==> config.mk <==
export PLATFORM = sky130hd
export DESIGN_NAME = lbsph_front
export DESIGN_NICKNAME = d
export VERILOG_FILES = /design/src/sv/lbsph_pkg.sv /design/src/sv/lbsph_front.sv
export SDC_FILE = /design/constraint.sdc
export NUM_CORES = 1
export LEC_CHECK = 0
export BUFFER_PORTS_ARGS = -buffer_cell sky130_fd_sc_hd__buf_2
export CAP_MARGIN = 20
export CELL_PAD_IN_SITES_DETAIL_PLACEMENT = 0
export CELL_PAD_IN_SITES_GLOBAL_PLACEMENT = 2
export CORE_MARGIN = 2
export CORE_UTILIZATION = 32
export CTS_CLUSTER_SIZE = 28
export DETAILED_ROUTE_END_ITERATION = 12
export PLACE_DENSITY_LB_ADDON = 0.1
export SYNTH_ARGS = -nofsm -noshare
export SYNTH_HDL_FRONTEND = slang
export SYNTH_SLANG_ARGS = --single-unit
==> constraint.sdc <==
create_clock -name clock -period 4.6 [get_ports clock]
set_clock_uncertainty 0.2 [all_clocks]
set_input_delay 0 -clock clock [delete_from_list [all_inputs] [get_ports clock]]
set_output_delay 0 -clock clock [all_outputs]
set_load 0.005 [all_outputs]
==> src/sv/lbsph_pkg.sv <==
package lbsph_pkg;

   localparam int NUM_BANDS_DEF = 32;
   localparam int LOG_TABLE_DEPTH_DEF = 256;
   localparam int OPQ_DEPTH = 4;
   localparam int CSR_INDEX_W = 3;
   localparam int CSR_DATA_W = 16;
   localparam int DIV_NUM_W = 33;
   localparam int DIV_DEN_W = 16;

   localparam logic [18:0] DB_K = 19'd394566;
   localparam logic signed [17:0] DB_ZERO_MAG = -18'sd51200;
   localparam logic [15:0] LEVEL_ONE = 16'd32768;
   localparam logic [15:0] FRAME_COUNT_MAX = 16'hFFFF;

   typedef enum logic [CSR_INDEX_W-1:0] {
      CSR_SCALE_MODE     = 3'd0,
      CSR_AGGREGATE_MODE = 3'd1,
      CSR_NOISE_FLOOR    = 3'd2,
      CSR_LINEAR_GAIN    = 3'd3,
      CSR_DB_FLOOR       = 3'd4,
      CSR_DB_CEILING     = 3'd5
   } csr_index_type;

   typedef enum logic {
      CMD_BIN  = 1'b0,
      CMD_READ = 1'b1
   } cmd_type;

   typedef struct packed {
      logic        cmd;
      logic [4:0]  band;
      logic [15:0] mag_left;
      logic [15:0] mag_right;
      logic        last_of_band;
      logic        last_of_frame;
   } req_type;

   typedef struct packed {
      logic [15:0] level_left;
      logic [15:0] level_right;
      logic        have_data;
   } rsp_type;

   typedef struct packed {
      cmd_type     kind;
      logic [4:0]  band;
      logic [15:0] max_left;
      logic [15:0] max_right;
      logic        merge;
      logic        frame_end;
   } op_type;

   typedef struct packed {
      logic               scale_mode;
      logic               aggregate_mode;
      logic [15:0]        noise_floor;
      logic [15:0]        linear_gain;
      logic signed [15:0] db_floor;
      logic signed [15:0] db_ceiling;
   } cfg_type;

   function automatic logic [15:0] log_squarings(input logic [63:0] v0);
      logic [63:0] v;
      logic [15:0] r;
      v = v0;
      r = '0;
      for (int k = 0; k < 16; k++) begin
         v = (v * v) >> 30;
         r = {r[14:0], 1'b0};
         if (v >= 64'h8000_0000) begin
            r[0] = 1'b1;
            v = v >> 1;
         end
      end
      return r;
   endfunction

endpackage

==> src/sv/lbsph_front.sv <==
module lbsph_front (
   input  logic               clock,
   input  logic               reset,
   input  logic               req_push,
   input  lbsph_pkg::req_type req_data,
   output logic               req_full,
   output logic               q_push,
   output lbsph_pkg::op_type  q_data,
   input  logic               q_full
);

   logic [15:0] max_left_ff;
   logic [15:0] max_right_ff;
   logic [15:0] max_left_in;
   logic [15:0] max_right_in;
   logic        accept;
   logic        is_read;

   assign req_full = q_full;
   assign accept   = req_push && !q_full;
   assign is_read  = req_data.cmd == lbsph_pkg::CMD_READ;

   always_comb begin
      max_left_in  = (req_data.mag_left > max_left_ff) ? req_data.mag_left : max_left_ff;
      max_right_in = (req_data.mag_right > max_right_ff) ? req_data.mag_right : max_right_ff;
      q_data.kind      = is_read ? lbsph_pkg::CMD_READ : lbsph_pkg::CMD_BIN;
      q_data.band      = req_data.band;
      q_data.max_left  = max_left_in;
      q_data.max_right = max_right_in;
      q_data.merge     = req_data.last_of_band;
      q_data.frame_end = req_data.last_of_frame;
      q_push = accept && (is_read || req_data.last_of_band || req_data.last_of_frame);
   end

   always_ff @(posedge clock) begin
      if (reset) begin
         max_left_ff  <= '0;
         max_right_ff <= '0;
      end else if (accept && !is_read) begin
         if (req_data.last_of_band) begin
            max_left_ff  <= '0;
            max_right_ff <= '0;
         end else begin
            max_left_ff  <= max_left_in;
            max_right_ff <= max_right_in;
         end
      end
   end

endmodule

# After elaboration in Yosys (flattened, before gate mapping)
# Cells that the tools add are included.
dict set report op_classes {
  shifts 0
  n_div 0
  multipliers 0
  n_reduce_logical 7
  n_eq_ne 0
  n_bitwise 0
  muxes 5
  addsub 0
  order_cmp 2
}
# op count
set ops {}
lappend ops {{$mux W16} 4}
lappend ops {{$gt A16 B16 Y1} 2}
lappend ops {{$logic_and A1 B1 Y1} 3}
lappend ops {{$logic_not A1 Y1} 2}
lappend ops {{$logic_or A1 B1 Y1} 2}
lappend ops {{$mux W1} 1}
dict set report word_totals {
  latchBits 0
  mem_bits_rw 0
  mem_count 0
  output_inout_bits 42
  mem_bits_ro 0
  regBits 32
}

# Depth between registers and ports, before layout
dict set report logic_depth {
  ltp_word 3
  depth_mapped 10
  depth_no_buf 8
}

# Least setup slack after synthesis
# Ideal clock, no wire load.
dict set report synth_path {
  path_kind {register to register}
  startpoint {register max_left_ff[15]}
  endpoint {register max_left_ff[10]}
  required_ns 4.283
  setup_time_ns 0.117
  t_arrival_ns 2.237
  n_path_buf 2
  setup_slack_ns 2.046
  stages_incl_launch_ff 10
  synth_period_minus_slack_ns 2.554
  path_cell_list {dfxtp_1 > inv_1 > ha_1 > nand4_2 > or3_4 > or3_4 > and3_2 > buf_2 > buf_6 > a22o_2}
}
dict set report synth_via {
  elab_chain_cells 3
}
# item line_no
set synth_lines {}
lappend synth_lines {{start: declaration} lbsph_front.sv:12} ;# logic [15:0] max_left_ff;
lappend synth_lines {{start signal: assignment} lbsph_front.sv:44} ;# max_left_ff <= max_left_in;
lappend synth_lines {{$gt A16 B16 Y1} lbsph_front.sv:24} ;# max_left_in = (req_data.mag_left > max_left_ff) ? req_data.mag_left : max_left_ff;
lappend synth_lines {{$mux W16} lbsph_front.sv:24}
lappend synth_lines {{$mux W16} lbsph_front.sv:40} ;# if (req_data.last_of_band) begin
# Every way passes these cells.
# A chain may end at the register's enable or synchronous reset.

==> summary.txt <==
Layout
  – Filler Cells Inserted: between 700 and 800
  – Fin cells: approximately 450
  – Share of post-route cells with drive strength above 1: 40.3%
  – Final Core Density: between 40% and 50%
  – Layout area overhead: 35.4%
  – Nets: roughly 420
  – Footprint of the multi-input gates: 1480 sq um
  – Post-route cell area: 3210 sq um
  – Reg area: ~640 sq um
  – Ant. Diodes: 0

STA
  – Endpoints failing setup: 0
  – Max-slew headroom at the worst pin: a little under three fifths
  – Endpoints failing hold: 0
  – TNS Setup: 0 ns
  – RSZ-0062 raised after global routing: no
  – Minimum clock period after layout: 3.07 ns
  – Final worst-path cycle share: approximately two thirds
  – FMAX: between 300 and 400 MHz
  – Worst slew pin tran: 0.667 ns
  – Final hold slack: about 0.0028 ns
  – Final Max Tran Viols: 0

Critical path
  – Reg2reg end: max_right_ff[12]$_SDFFE_PP0P_
  – Register-to-register setup slack: 1.79 ns
  – Startpoint types: register
  – Crit Reg-Reg Startpoint: max_right_ff[15]$_SDFFE_PP0P_
  – Worst-path fanout max: 16
  – WP data required: between 4 and 5 ns
  – CP endpoint kind: output pin
  – R2R depth: 8
  – Setup CP Type: register to output pin
  – CP max stage delay: between 0.4 and 0.5 ns
  – Crit path DAT: approximately 2.9 ns
  – Crit path cell chain: inv_1 > ha_1 > nand4_1 > or3_1 > or3_4 > nand2_2 > mux2_2 > buf_2
  – Slowest-stage cell, CP: or3_1

Drt
  – Antenna-violating nets left: 0
  – Detailed Route WL: about 5600 microns
  – DR pass1 iterations: 4
  – Routed len/inst: roughly 13 microns
  – DRT iter0 DRCs: 44
  – Via density: between 4 and 5
  – Remaining DRCs: 0
  – Vias: roughly 2,100

Global route
  – Gr usage total: 13.5%
  – Vias in the first global route: 2,042
  – Grt total ovfl: 0
  – Initial antenna violation count: 0
  – First-pass GRT wire length: around 9000 microns
  – Pin count of the biggest net entering global routing: 17

Clocking
  – # clock sinks: 32
  – Worst-Skew Late Latency: between 0.2 and 0.3 ns
  – Max clock buf depth: 2
  – H-Tree Depth: 2
  – CTS Buf Count: 5
  – CTS tree: done
  – Root buffer cell: clkbuf_8
  – Clk slew on worst S/H paths: 0.07 ns

Pwr
  – Switching part of the total power: between 20 and 30%
  – Pint: 506 uW
  – Static Leak: roughly 0.0014 uW
  – Pwr dens: 219 nW/um^2
  – Comb pwr share: a little over a quarter
  – VDD IR max: 0.000116 V
  – Clk pwr share: 33.3%
  – Sequential share of power: 40.5%
  – P_sw: just under 200 uW

Placement
  – Placer Congestion: between 0.6 and 0.7
  – Detail Placement HPWL: between 3000 and 4000 microns
  – Placed insts: 400
  – I/O Buffers: 75
  – Placed instance area: between 2000 and 3000 sq um

Worst hold path
  – Hold Crit Start: q_full
  – Hold Path Depth: 2
  – Worst min-delay path endpoint: req_full
  – Hold WC Path Type: input port to output pin

Floorplanning
  – Chip Height: between 90 and 100 microns
  – Initial core utilization: about 33%
  – Core Rows: 31
  – Core area: 7210 sq um
  – Die ar.: between 8000 and 9000 sq um
  – Die width: 90.1 microns
  – I/O pins: between 80 and 90

Yosys
  – Synthesis Warnings: 0
  – Syn avg cell area: around 10 sq um
  – Dominant synthesized flop cell: dfxtp_1
  – Distinct cells, synth: 34
  – Synthesized instance count: 243
  – Async SR Flop Fraction: 0%
  – Yosys reg bits: 32
  – Number of synthesized flops with an enable pin: 0
  – Syn nets: 319
  – Synth Cell Area: 2370 sq um
  – Share of the yosys chip area belonging to registers: between 20% and 30%

Run status
  – Outcome: complete, no violations

Job
  – Max_cap viols: 0
## critical path: cells and delay by family (launching register included)
| family | cells | cell delay (ns) |
|---|---|---|
| buffers and inverters | 2 | 0.18 |
| and+or+nand+nor | 4 | 1.34 |
| adders and majority gates | 1 | 0.30 |
| DFF | 1 | 0.35 |
| muxes | 1 | 0.40 |
## cells in the final DEF, fill, tap and decap left out, drive strengths merged, types with 3 or more instances in the layout
master,instances
buf,75
dlygate4sd3,38
inv,32
mux2,32
ha,32
dfxtp,32
a22o,32
a21oi,14
nand2,12
clkbuf,8
nand4,6
o21ai,4
or3,4
nor3,3
nor3b,3
## layer usage
layer | vias up | routed length [microns] | track usage, %
met5 | - | 0 | 0
met4 | 0 | 63 | 3.85
met3 | 8 | 233 | 3.10
met2 | 53 | 2800 | 25.0
met1 | 962 | 2530 | 15.3
li1 | 1085 | - | -
## registers in the layout, indices dropped and copies added (netlist names)
register,flops
max_left_ff,16
max_right_ff,16
## Yosys cell counts (2+ instances only)
master	count	area (sq um)
o21a_1	2	15.0
a22o_1	16	140
dfxtp_1	32	641
nor2b_1	2	12.5
ha_1	32	400
o21ai_0	4	20.0
nor3_1	3	15.0
or3_4	3	33.8
o211ai_1	2	15.0
buf_4	11	82.6
a21oi_4	2	32.5
nand4b_1	2	17.5
nand4_1	5	31.3
nor3b_1	3	22.5
nor2_1	2	7.51
nor4_1	2	12.5
mux2_2	32	360
buf_2	2	10.0
buf_6	3	33.8
a21oi_1	12	60.1
inv_1	32	120
a22o_2	16	160
nand2_1	10	37.5
nand3_1	2	10.0
nand2_2	2	12.5
## final cells by class
class                      instances  area share (%)
multi-input combinational        162            46.1
timing repair buffer             113            23.5
clock buffer                       8            2.80
tap                               99            3.86
inverter                          32            3.74
sequential                        32            19.9
## how the worst max path moves through the flow
stage,startpoint,to,slack [ns],cells after the start
after floorplan,max_left_ff[15]$_SDFFE_PP0P_,max_left_ff[10]$_SDFFE_PP0P_,2.05,9
after global placement,max_left_ff[15]$_SDFFE_PP0P_,max_left_ff[10]$_SDFFE_PP0P_,1.80,8
after detailed placement,max_right_ff[15]$_SDFFE_PP0P_,max_right_ff[14]$_SDFFE_PP0P_,1.78,8
after CTS,max_right_ff[15]$_SDFFE_PP0P_,q_data[16],1.51,8
after global routing,max_right_ff[15]$_SDFFE_PP0P_,q_data[2],1.36,8
final,max_right_ff[15]$_SDFFE_PP0P_,q_data[2],1.53,8
## power groups by stage
| stage | registers [uW] | clock network [uW] | logic, uW |
|---|---|---|---|
| floorplan | 290 | 0 | 103 |
| global placement | 291 | 0 | 162 |
| detailed placement | 291 | 0 | 161 |
| CTS | 285 | 243 | 187 |
| global route | 286 | 250 | 205 |
| finish | 285 | 234 | 184 |
## logic make-up after synthesis
| logic type | share of synthesized area, % |
|---|---|
| AOI/OAI and AO/OA | 19.5 |
| buffers and inverters | 10.5 |
| and+or+nand+nor | 11.0 |
| muxes | 15.2 |
| adders and majority gates | 16.9 |
| DFF | 27.0 |
## per-stage QoR
| step | power (uW) | worst slack (ns) |
|---|---|---|
| 2_1_floorplan | 393 | 2.05 |
| 3_3_place_gp | 453 | 1.80 |
| 3_5_place_dp | 452 | 1.78 |
| 4_1_cts | 715 | 1.51 |
| 5_1_grt | 740 | 1.36 |
| 6_report | 703 | 1.53 |
## what timing repair did
action	CTS	global route
setup buffers	0	0
resized for setup	0	0
endpoints found under the setup margin	0	0
hold endpoints to repair	38	0
hold buffers	38	0
(Power assumes the default switching activity.)
