--- src/sv/lbsph_pkg.sv ---
package lbsph_pkg;

   localparam int NUM_BANDS_DEF = 32;
   localparam int LOG_TABLE_DEPTH_DEF = 256;
   localparam int OPQ_DEPTH = 4;
   localparam int CSR_INDEX_W = 3;
   localparam int CSR_DATA_W = 16;
   localparam int DIV_NUM_W = 33;
   localparam int DIV_DEN_W = 16;

   localparam logic [18:0] DB_K = 19'd394566;
   localparam logic signed [17:0] DB_ZERO_MAG = -18'sd51200;
   localparam logic [15:0] LEVEL_ONE = 16'd32768;
   localparam logic [15:0] FRAME_COUNT_MAX = 16'hFFFF;

   typedef enum logic [CSR_INDEX_W-1:0] {
      CSR_SCALE_MODE     = 3'd0,
      CSR_AGGREGATE_MODE = 3'd1,
      CSR_NOISE_FLOOR    = 3'd2,
      CSR_LINEAR_GAIN    = 3'd3,
      CSR_DB_FLOOR       = 3'd4,
      CSR_DB_CEILING     = 3'd5
   } csr_index_type;

   typedef enum logic {
      CMD_BIN  = 1'b0,
      CMD_READ = 1'b1
   } cmd_type;

   typedef struct packed {
      logic        cmd;
      logic [4:0]  band;
      logic [15:0] mag_left;
      logic [15:0] mag_right;
      logic        last_of_band;
      logic        last_of_frame;
   } req_type;

   typedef struct packed {
      logic [15:0] level_left;
      logic [15:0] level_right;
      logic        have_data;
   } rsp_type;

   typedef struct packed {
      cmd_type     kind;
      logic [4:0]  band;
      logic [15:0] max_left;
      logic [15:0] max_right;
      logic        merge;
      logic        frame_end;
   } op_type;

   typedef struct packed {
      logic               scale_mode;
      logic               aggregate_mode;
      logic [15:0]        noise_floor;
      logic [15:0]        linear_gain;
      logic signed [15:0] db_floor;
      logic signed [15:0] db_ceiling;
   } cfg_type;

   function automatic logic [15:0] log_squarings(input logic [63:0] v0);
      logic [63:0] v;
      logic [15:0] r;
      v = v0;
      r = '0;
      for (int k = 0; k < 16; k++) begin
         v = (v * v) >> 30;
         r = {r[14:0], 1'b0};
         if (v >= 64'h8000_0000) begin
            r[0] = 1'b1;
            v = v >> 1;
         end
      end
      return r;
   endfunction

endpackage

--- src/sv/lbsph_fifo.sv ---
module lbsph_fifo (
   input  logic              clock,
   input  logic              reset,
   input  logic              push,
   input  lbsph_pkg::op_type push_data,
   output logic              full,
   input  logic              pop,
   output logic              empty,
   output lbsph_pkg::op_type pop_data
);

   localparam int AW = $clog2(lbsph_pkg::OPQ_DEPTH);

   lbsph_pkg::op_type mem_ff [lbsph_pkg::OPQ_DEPTH];
   logic [AW-1:0] wr_ff;
   logic [AW-1:0] rd_ff;
   logic [AW:0]   count_ff;
   logic          do_push;
   logic          do_pop;

   assign full     = count_ff == (AW+1)'(lbsph_pkg::OPQ_DEPTH);
   assign empty    = count_ff == '0;
   assign do_push  = push && !full;
   assign do_pop   = pop && !empty;
   assign pop_data = mem_ff[rd_ff];

   always_ff @(posedge clock) begin
      if (do_push) begin
         mem_ff[wr_ff] <= push_data;
      end
   end

   always_ff @(posedge clock) begin
      if (reset) begin
         wr_ff    <= '0;
         rd_ff    <= '0;
         count_ff <= '0;
      end else begin
         if (do_push) begin
            wr_ff <= wr_ff + 1'b1;
         end
         if (do_pop) begin
            rd_ff <= rd_ff + 1'b1;
         end
         if (do_push && !do_pop) begin
            count_ff <= count_ff + 1'b1;
         end else if (do_pop && !do_push) begin
            count_ff <= count_ff - 1'b1;
         end
      end
   end

endmodule

--- config.mk ---
export PLATFORM = sky130hd
export DESIGN_NAME = lbsph_fifo
export DESIGN_NICKNAME = d
export VERILOG_FILES = /design/src/sv/lbsph_pkg.sv /design/src/sv/lbsph_fifo.sv
export SDC_FILE = /design/constraint.sdc
export NUM_CORES = 1
export LEC_CHECK = 0
export BUFFER_PORTS_ARGS = -buffer_cell sky130_fd_sc_hd__buf_2
export CAP_MARGIN = 40
export CORE_MARGIN = 2
export CORE_UTILIZATION = 25
export CTS_BUF_LIST = sky130_fd_sc_hd__clkbuf_16
export DETAILED_ROUTE_END_ITERATION = 6
export PLACE_DENSITY_LB_ADDON = 0.25
export SYNTH_ARGS = -nofsm -noshare
export SYNTH_HDL_FRONTEND = slang
export SYNTH_SLANG_ARGS = --single-unit
export TNS_END_PERCENT = 50
--- constraint.sdc ---
create_clock -name clock -period 2.5 [get_ports clock]
set_clock_uncertainty 0.1 [all_clocks]
set_input_delay 0.125 -clock clock [delete_from_list [all_inputs] [get_ports clock]]
set_output_delay 0.125 -clock clock [all_outputs]
set_load 0.005 [all_outputs]
Word-level counts from Yosys, hierarchy flattened
Memory sizes are Yosys's and may differ from the RTL's. A register that Yosys moved wholly into a read port is not among the register bits.
Cells that the tools add are included.
{"block": "word_totals", "mem_bits_rw": 160, "memories": 1, "regBits": 7, "in_bits": 44}
{"block": "op_classes", "mux": 6, "addsub": 4, "reduce_logical": 10, "eq_ne": 1}
{"name": "mem_ff", "depth": 4, "word_bits": 40, "read_ports": 1, "rd_clocked_by_memory_dff": 1, "wr": 1, "line_no": "lbsph_fifo.sv:14", "text": "lbsph_pkg::op_type mem_ff [lbsph_pkg::OPQ_DEPTH];"}
{"cell": "2-to-1 mux 3 bit", "count": 2}
{"cell": "adder 2 x 1 -> 2 bit, second input constant", "count": 2}
{"cell": "logical AND 1 bit", "count": 4}
{"cell": "zero test 1 bit", "count": 4}
{"cell": "2-to-1 mux 2 bit", "count": 2}
{"cell": "adder 3 x 1 -> 3 bit, second input constant", "count": 1}
{"cell": "== test 3 bit, second input constant", "count": 1}
{"cell": "zero test 3 bit", "count": 1}
{"cell": "subtractor 3 x 1 -> 3 bit, second input constant", "count": 1}
{"cell": "2-to-1 mux 1 bit", "count": 2}
{"cell": "nonzero test 2 bit", "count": 1}

Longest topological paths before layout
Gate-level depths: netlist of run 1.
{"block": "logic_depth", "word_depth": 7, "depth_mapped": 8}

Worst setup path before layout of run 1
OpenSTA, ideal clock, no wires.
{"block": "synth_timing", "path_type": "reg2reg", "start": "register count_ff[0]", "end": "memory mem_ff[0][0] in the netlist's numbering (enable)", "t_arrival_ns": 1.738, "slack_ns": 0.261, "period_less_slack_ns": 2.239, "path_stages_with_launch": 4, "setup_ns": 0.401, "cell_sequence": "dfxtp_1 > nor3b_2 > nor2_2 > and2_1"}
{"block": "synth_via", "elab_chain_cells": 5}
{"element": "start: declaration", "line_no": "lbsph_fifo.sv:17", "text": "logic [AW:0] count_ff;"}
{"element": "start signal: assignment", "line_no": "lbsph_fifo.sv:46", "text": "count_ff <= count_ff + 1'b1;"}
{"element": "start signal: assignment", "line_no": "lbsph_fifo.sv:48", "text": "count_ff <= count_ff - 1'b1;"}
{"element": "== test 3 bit", "line_no": "lbsph_fifo.sv:21", "text": "assign full = count_ff == (AW+1)'(lbsph_pkg::OPQ_DEPTH);"}
{"element": "named net full", "line_no": "lbsph_fifo.sv:6", "text": "output logic full,"}
{"element": "zero test 1 bit", "line_no": "lbsph_fifo.sv:23", "text": "assign do_push = push && !full;"}
{"element": "logical AND 1 bit", "line_no": "lbsph_fifo.sv:23"}
{"element": "named net do_push", "line_no": "lbsph_fifo.sv:18", "text": "logic do_push;"}
{"element": "2-to-1 mux 1 bit", "line_no": "lbsph_fifo.sv:28", "text": "if (do_push) begin"}
{"element": "2-to-1 mux 1 bit (implied by the code)", "line_no": "lbsph_fifo.sv:29", "text": "mem_ff[wr_ff] <= push_data;"}
{"element": "end: declaration", "line_no": "lbsph_fifo.sv:14"}
The timed path passes the listed nets, and every way through them passes these cells.

Worst setup path in the final report of run 1
{"block": "layout_timing", "start": "register count_ff[1]", "end": "register count_ff[2]"}
{"block": "layout_via", "elab_chain_cells": 6}
{"element": "== test 3 bit *", "line_no": "lbsph_fifo.sv:21"}
{"element": "zero test 1 bit *", "line_no": "lbsph_fifo.sv:23"}
{"element": "logical AND 1 bit *", "line_no": "lbsph_fifo.sv:23"}
{"element": "named net do_push", "line_no": "lbsph_fifo.sv:18"}
{"element": "zero test 1 bit", "line_no": "lbsph_fifo.sv:47", "text": "end else if (do_pop && !do_push) begin"}
{"element": "logical AND 1 bit", "line_no": "lbsph_fifo.sv:47"}
{"element": "nonzero test 2 bit (no line)"}
Mark *: on every way through the listed nets, which the timed path passes. The rest lies on a longest branch. The select of a mux whose other input is x is not followed.
A chain may end at the register's enable or synchronous reset.

==> impl_results.rst, run 1 <==
.. list-table::
   :header-rows: 1

   * - Metric
     - Value
   * - Result of the run
     - completed
   * - Max cap viols
     - 0
   * - Final setup violating endpoints
     - 0
   * - Min Clock Period, post-route
     - 2.32 ns
   * - Biggest fanout along the worst timing path
     - 6
   * - All-Layer GR Usage
     - 10.2%
   * - Gr ovfl total
     - 0
   * - Count of fill cells added during filler insertion
     - 2441
   * - Number of diodes added for antenna fixing
     - 0
   * - Std cell rows
     - 58
   * - Global-route wire length before repair
     - 19400 microns
   * - PortBufs
     - 85
   * - Die boundary width
     - 163 microns
   * - Lkg Pwr
     - 2.73 nW
   * - Vias after detailed routing
     - 3067
   * - Hold Crit Class
     - input pin to flip-flop
   * - GP Congestion
     - 0.650
   * - Netlist Area Pre-Place
     - 6290 sq um
   * - # Post-CTS Setup Buffers
     - 0
   * - Most frequent cells in the layout
     - edfxtp_1 (160), buf_2 (85), dlygate4sd3_1 (44)
   * - Area growth from synthesis to final layout
     - 29.1%
   * - Remaining antenna violation count after routing
     - 0
   * - Kind of launch point of the worst setup path
     - flip-flop
   * - Die span in y
     - 163 microns
   * - IR Drop Worst-Case VDD
     - 0.325 mV
   * - Share of synthesized cell area in full adder, half adder and majority cells
     - 1.31%
   * - Mean routed wirelength per cell
     - 17.1 microns
   * - Worst path setup slack after routing
     - 0.184 ns
   * - CTS Root Buffer Type
     - clkbuf_16
   * - Number of nets in the layout
     - 452
   * - Drt initial violations
     - 184
   * - Number of unique standard cell types used by synthesis
     - 24
   * - Post-Place Worst Slack
     - 0.211 ns
   * - DRT Wirelength
     - 12700 microns
   * - Most common cell after layout, fill and taps aside
     - edfxtp_1
   * - Share of the synthesized area in compound gates (AO/OA/AOI/OAI)
     - 0.657%
   * - Pwr dens
     - 937 nW/um^2
   * - Core Region
     - 25000 sq um
   * - Sequential element share of the synthesized area
     - 79.3%
   * - Critical path data arrival time
     - 2.57 ns
   * - Number of I/O pins
     - 86
   * - Cell count after synthesis
     - 257
   * - Number of synthesized register bits
     - 169
   * - Layout cell share with drive strength beyond 1
     - 41.2%
   * - WP data required
     - 2.75 ns
   * - Post-synthesis share of cell area spent on xor and xnor gates
     - 0.557%
   * - Skew-Pair Late Insertion Delay
     - 0.42 ns
   * - Drt drc
     - 0
   * - Unrepaired setup endpoints after global routing
     - no
   * - Maximum level of the CTS H-tree
     - 4
   * - Tcrit/Tclk final
     - 92.6%
   * - Final core utilization
     - 32.5%
   * - Total power draw
     - 7.60 mW
   * - Count of clock tree sinks
     - 169
   * - Clock-pin slew of the registers on the worst-case setup and hold paths
     - 0.07 ns
   * - Vias per inst
     - 4.12
   * - Mean Syn Cell Area
     - 24.5 sq um
   * - Number of antenna violations at the first check in global routing
     - 0
   * - CTS tree
     - done
   * - Number of max-slew violations in the final report
     - 0
   * - Number of hold violations in the final report
     - 0
   * - Vias in the first global route
     - 3384
   * - Relative slew margins
     - 77.8%
   * - Worst setup path category
     - flip-flop to flip-flop
   * - Post-Route Setup TNS
     - 0 ns
   * - Combinational family with the most area after synthesis
     - multiplexers
   * - Launching instance or port of the critical path
     - count_ff[1]
   * - Maximum operating frequency
     - 0.432 GHz
   * - Number of buffers created by CTS
     - 17
   * - Number of buffers on the longest clock path
     - 2
   * - Post-detailed-placement half-perimeter wirelength
     - 7290 microns
   * - Reg2reg start
     - count_ff[1]
   * - Mapped Nets
     - 307
   * - Fraction of synthesized area in multiplexers
     - 14.6%
   * - Actual transition at the worst max-transition pin
     - 0.333 ns
   * - Initial standard-cell utilization of the core
     - 25.2%
   * - Warning count from the yosys run
     - 0
   * - Endpoint kind of the worst setup timing path
     - flip-flop
   * - DR pass1 iterations
     - 4
   * - Simple logic cell fraction of the synthesized area
     - 1.47%
   * - Overall die area
     - 26400 sq um
   * - Hold path startpoint
     - push_data[18]
   * - Worst hold slack
     - 0.357 ns
   * - Pin count of the biggest net entering global routing
     - 41
path summary, 6_finish.rpt:
kind / cells after the start / to / slack, ns
setup reg to reg: 8 / count_ff[2] / 0.18
hold / removal: 2 / mem_ff[0][18] / 0.36
setup / recovery: 8 / count_ff[2] / 0.18
hold reg to reg: 2 / wr_ff[1] / 0.41
kinds of logic after synthesis:
family / Yosys count
adder cells (fa/ha/maj): 6
AND/OR/NAND/NOR: 16
multiplexers: 42
XOR/XNOR: 4
buffers and inverters: 14
AO/OA/AOI/OAI: 6
flip-flops: 169
per-stage QoR:
stage,cell area (sq um),instances
final,8120,745
after global routing,8120,745
after CTS,8110,745
after detailed placement,7150,669
after floorplan,6290,257
after global placement,7150,669
cell type report:
class	instances	area (sq um)	share of cell area, %
timing repair buffer	136	993	12.2
multi-input combinational	74	1180	14.5
tap	330	413	5.09
sequential	169	4990	61.5
clock inverter	15	100	1.23
inverter	4	15.0	0.185
clock buffer	17	425	5.24
registers in the layout, indices dropped and copies added, names as in the netlist, named ones only:
register	cells
mem_ff	160
count_ff	3
rd_ff	2
wr_ff	2
report_power, final:
group | internal (mW) | switching (mW) | total [mW]
clock network | 1.27 | 1.09 | 2.36
registers | 3.41 | 0.160 | 3.57
logic | 0.909 | 0.759 | 1.67
total | 5.59 | 2.01 | 7.60
cell usage after synthesis:
library cell	count	area, sq um
dfxtp_1	9	180
o21ai_0	2	10.0
mux4_2	40	901
inv_1	3	11.3
clkinv_1	1	3.75
buf_2	4	20.0
nor3b_2	1	12.5
a21oi_1	2	10.0
edfxtp_1	160	4800
or3_1	2	12.5
and2_1	4	25.0
mux2i_1	2	20.0
buf_6	1	11.3
fa_1	1	20.0
o31ai_2	1	12.5
o311ai_1	1	8.76
nand2b_1	2	12.5
ha_1	5	62.6
xor2_1	4	35.0
nor2_1	5	18.8
buf_12	4	80.1
nor3_1	1	5.00
nor2_2	1	6.26
clkbuf_1	1	3.75
layer usage:
| layer | part of all wire [%] | wire, microns | vias to the layer above | track usage [%] |
|---|---|---|---|---|
| met1 | 44 | 5630 | 1618 | 12.4 |
| met2 | 50 | 6390 | 64 | 16.9 |
| met3 | 4.2 | 534 | 15 | 3.49 |
| met4 | 1.3 | 160 | 0 | 3.38 |
| met5 | 0 | 0 | - | 0 |
| li1 | - | - | 1370 | - |
repair_timing:
item,in CTS,in global routing
setup endpoints to repair,0,1
hold buffers,44,0
resized for setup,0,1
endpoints found under the hold margin,169,0
critical path, stage by stage, from the launching register on:
cell and delay (ns):
dfxtp_1 0.48, nor3b_2 0.12, nor2_2 0.22, ha_1 0.24
inv_1 0.07, fa_1 0.37, xor2_1 0.17, or3_1 0.32
a21oi_1 0.16
Note: power is estimated with default switching activity, not from simulation.
==> run 2: changes to the inputs <==
- PLACE_DENSITY_LB_ADDON: 0.25 -> default
==> impl_results.rst, run 2 (same netlist as run 1, synthesis figures left out) <==
.. list-table::
   :header-rows: 1

   * - Metric
     - Value
   * - Result of the run
     - completed (unchanged)
   * - Unrepaired setup endpoints after global routing
     - no (unchanged)
   * - Most common cell after layout, fill and taps aside
     - edfxtp_1 (unchanged)
   * - Vias per inst
     - 4.05 (was 4.12)
   * - Vias in the first global route
     - 3425 (was 3384)
   * - Most frequent cells in the layout
     - edfxtp_1 (160), buf_2 (85), dlygate4sd3_1 (44) (unchanged)
   * - Initial standard-cell utilization of the core
     - 25.2% (unchanged)
   * - Post-Place Worst Slack
     - 0.214 ns (was 0.211 ns)
   * - Critical path data arrival time
     - 2.53 ns (was 2.57 ns)
   * - Drt drc
     - 0 (unchanged)
   * - Mean routed wirelength per cell
     - 15.8 microns (was 17.1 microns)
   * - Layout cell share with drive strength beyond 1
     - 41.4% (was 41.2%)
   * - Largest register by flop count
     - mem_ff (unchanged)
   * - Number of cells on the worst hold path
     - 2 (unchanged)
   * - DRT Wirelength
     - 11800 microns (was 12700 microns)
   * - Pin count of the biggest net entering global routing
     - 41 (unchanged)
   * - All-Layer GR Usage
     - 9.46% (was 10.2%)
   * - Global-route wire length before repair
     - 18500 microns (was 19400 microns)
   * - Die boundary width
     - 163 microns (unchanged)
   * - Reg2reg start
     - count_ff[0] (was count_ff[1])
   * - Number of I/O pins
     - 86 (unchanged)
   * - DR pass1 iterations
     - 4 (unchanged)
   * - IR Drop Worst-Case VDD
     - 0.396 mV (was 0.325 mV)
   * - Number of buffers created by CTS
     - 17 (unchanged)
   * - Kind of launch point of the worst setup path
     - flip-flop (unchanged)
   * - Count of fill cells added during filler insertion
     - 2419 (was 2441)
   * - WP data required
     - 2.74 ns (was 2.75 ns)
   * - Vias after detailed routing
     - 3019 (was 3067)
   * - Hold path startpoint
     - push_data[20] (was push_data[18])
   * - Count of cells along the worst register-to-register path
     - 8 (unchanged)
   * - Hold Crit Class
     - input pin to flip-flop (unchanged)
   * - CP cell instances
     - nor3b_2, nor2_2, ha_1, inv_1, fa_1, xor2_1, or3_1, a21oi_1 (unchanged)
   * - Clock-pin slew of the registers on the worst-case setup and hold paths
     - 0.07 ns (about the same)
   * - Hold endpoint
     - mem_ff[1][20] (was mem_ff[0][18])
   * - Post-detailed-placement half-perimeter wirelength
     - 6860 microns (was 7290 microns)
   * - Final core utilization
     - 32.8% (was 32.5%)
   * - Maximum level of the CTS H-tree
     - 4 (unchanged)
   * - Remaining antenna violation count after routing
     - 0 (unchanged)
   * - Max FFs per register
     - 160 (unchanged)
   * - GP Congestion
     - 0.604 (was 0.650)
   * - PortBufs
     - 85 (unchanged)
   * - Pwr dens
     - 961 nW/um^2 (was 937 nW/um^2)
   * - Post-Route Setup TNS
     - 0 ns (unchanged)
   * - Max cap viols
     - 0 (unchanged)
   * - Area growth from synthesis to final layout
     - 30.3% (was 29.1%)
   * - Number of max-slew violations in the final report
     - 0 (unchanged)
   * - Overall die area
     - 26400 sq um (unchanged)
   * - Gr ovfl total
     - 0 (unchanged)
   * - Number of buffers on the longest clock path
     - 2 (unchanged)
   * - Largest registers in the final layout
     - mem_ff (160), count_ff (3) (unchanged)
   * - Reg2reg end
     - count_ff[2] (unchanged)
   * - Core Region
     - 25000 sq um (unchanged)
   * - Post-route insts no fill
     - 745 (unchanged)
   * - Worst-case register-to-register setup slack
     - 0.21 ns (was 0.18 ns)
   * - Number of diodes added for antenna fixing
     - 0 (unchanged)
   * - Count of clock tree sinks
     - 169 (unchanged)
   * - Worst path setup slack after routing
     - 0.214 ns (was 0.184 ns)
   * - Number of hold violations in the final report
     - 0 (unchanged)
   * - Die span in y
     - 163 microns (unchanged)
   * - Tcrit/Tclk final
     - 91.5% (was 92.6%)
   * - Number of nets in the layout
     - 452 (unchanged)
   * - Drt initial violations
     - 172 (was 184)
   * - Skew-Pair Late Insertion Delay
     - 0.41 ns (was 0.42 ns)
   * - Design Area, Final
     - 8190 sq um (was 8120 sq um)
   * - Maximum operating frequency
     - 0.437 GHz (was 0.432 GHz)
   * - Cell at the slowest stage of the critical path
     - dfxtp_1 (unchanged)
   * - Relative slew margins
     - 72.4% (was 77.8%)
   * - Lkg Pwr
     - 2.76 nW (was 2.73 nW)
   * - CTS Root Buffer Type
     - clkbuf_16 (unchanged)
   * - # Post-CTS Setup Buffers
     - 0 (unchanged)
   * - Number of antenna violations at the first check in global routing
     - 0 (unchanged)
   * - Cell area reported after detailed placement
     - 7140 sq um (was 7150 sq um)
   * - Post-Place Cells
     - 669 (unchanged)
   * - Final setup violating endpoints
     - 0 (unchanged)
   * - Endpoint kind of the worst setup timing path
     - flip-flop (unchanged)
   * - Actual transition at the worst max-transition pin
     - 0.414 ns (was 0.333 ns)
   * - Std cell rows
     - 58 (unchanged)
   * - Biggest fanout along the worst timing path
     - 6 (unchanged)
   * - CTS tree
     - done (unchanged)
   * - Min Clock Period, post-route
     - 2.29 ns (was 2.32 ns)
   * - Maximum cell stage delay along the critical path
     - 0.48 ns (about the same)
   * - Worst setup path category
     - flip-flop to flip-flop (unchanged)
-- run 2: changes by cell type in the layout (fill, tap and decap cells not counted), sizes merged --
cell and delta:
bufinv +3, clkinv -3, inv -1, clkinvlp +1
-- run 2: cell type report --
cell class              count  area [sq um]  share of cell area, %
clock buffers              17           425                   5.19
multi-input cells          74          1180                   14.4
well taps                 330           413                   5.04
repair buffers            136           981                   12.0
clock inverters            15           189                   2.31
flip-flops and latches    169          4990                   60.9
inverters                   4          15.0                  0.183
-- run 2: worst max path at each step --
stage	slack, ns	depth (start not counted)	end	startpoint
floorplan	0.26	3	mem_ff[0][0]	count_ff[0]
global placement	0.35	8	count_ff[2]	count_ff[0]
detailed placement	0.21	8	count_ff[2]	count_ff[0]
CTS	0.19	8	count_ff[2]	count_ff[0]
global route	0.006	8	count_ff[2]	count_ff[0]
finish	0.21	8	count_ff[2]	count_ff[0]
-- run 2: worst max-delay path, delay by kind of cell, from the launching register on --
family,cells,cell delay (ns)
AND/OR/NAND/NOR,3,0.63
adder cells (fa/ha/maj),2,0.61
flip-flops,1,0.48
XOR/XNOR,1,0.16
AO/OA/AOI/OAI,1,0.16
buffers and inverters,1,0.07
-- run 2: repair_timing --
action	4_1_cts	5_1_grt
hold endpoints to repair	169	0
endpoints found under the setup margin	0	0
resized for setup	0	0
hold buffers	44	0
-- run 2: metal layers --
metal | routed length (microns) | vias up | track usage (%)
met3 | 425 | 11 | 2.39
met1 | 4870 | 1578 | 10.7
li1 | - | 1366 | -
met5 | 0 | - | 0
met4 | 190 | 0 | 4.51
met2 | 6280 | 64 | 16.8
-- run 2: stage by stage --
step                total power, mW  hold slack [ns]
floorplan                      4.68            0.124
global placement               5.19            0.236
detailed placement             5.25            0.243
CTS                            8.03            0.335
global route                   8.27            0.353
finish                         7.87            0.357
-- run 2: power by group --
part,total (mW),internal (mW),switching (mW),leakage [nW]
sequential,3.52,3.41,0.113,1.54
clock,2.69,1.60,1.10,0.300
combinational,1.66,0.894,0.763,0.918
total,7.87,5.90,1.98,2.76
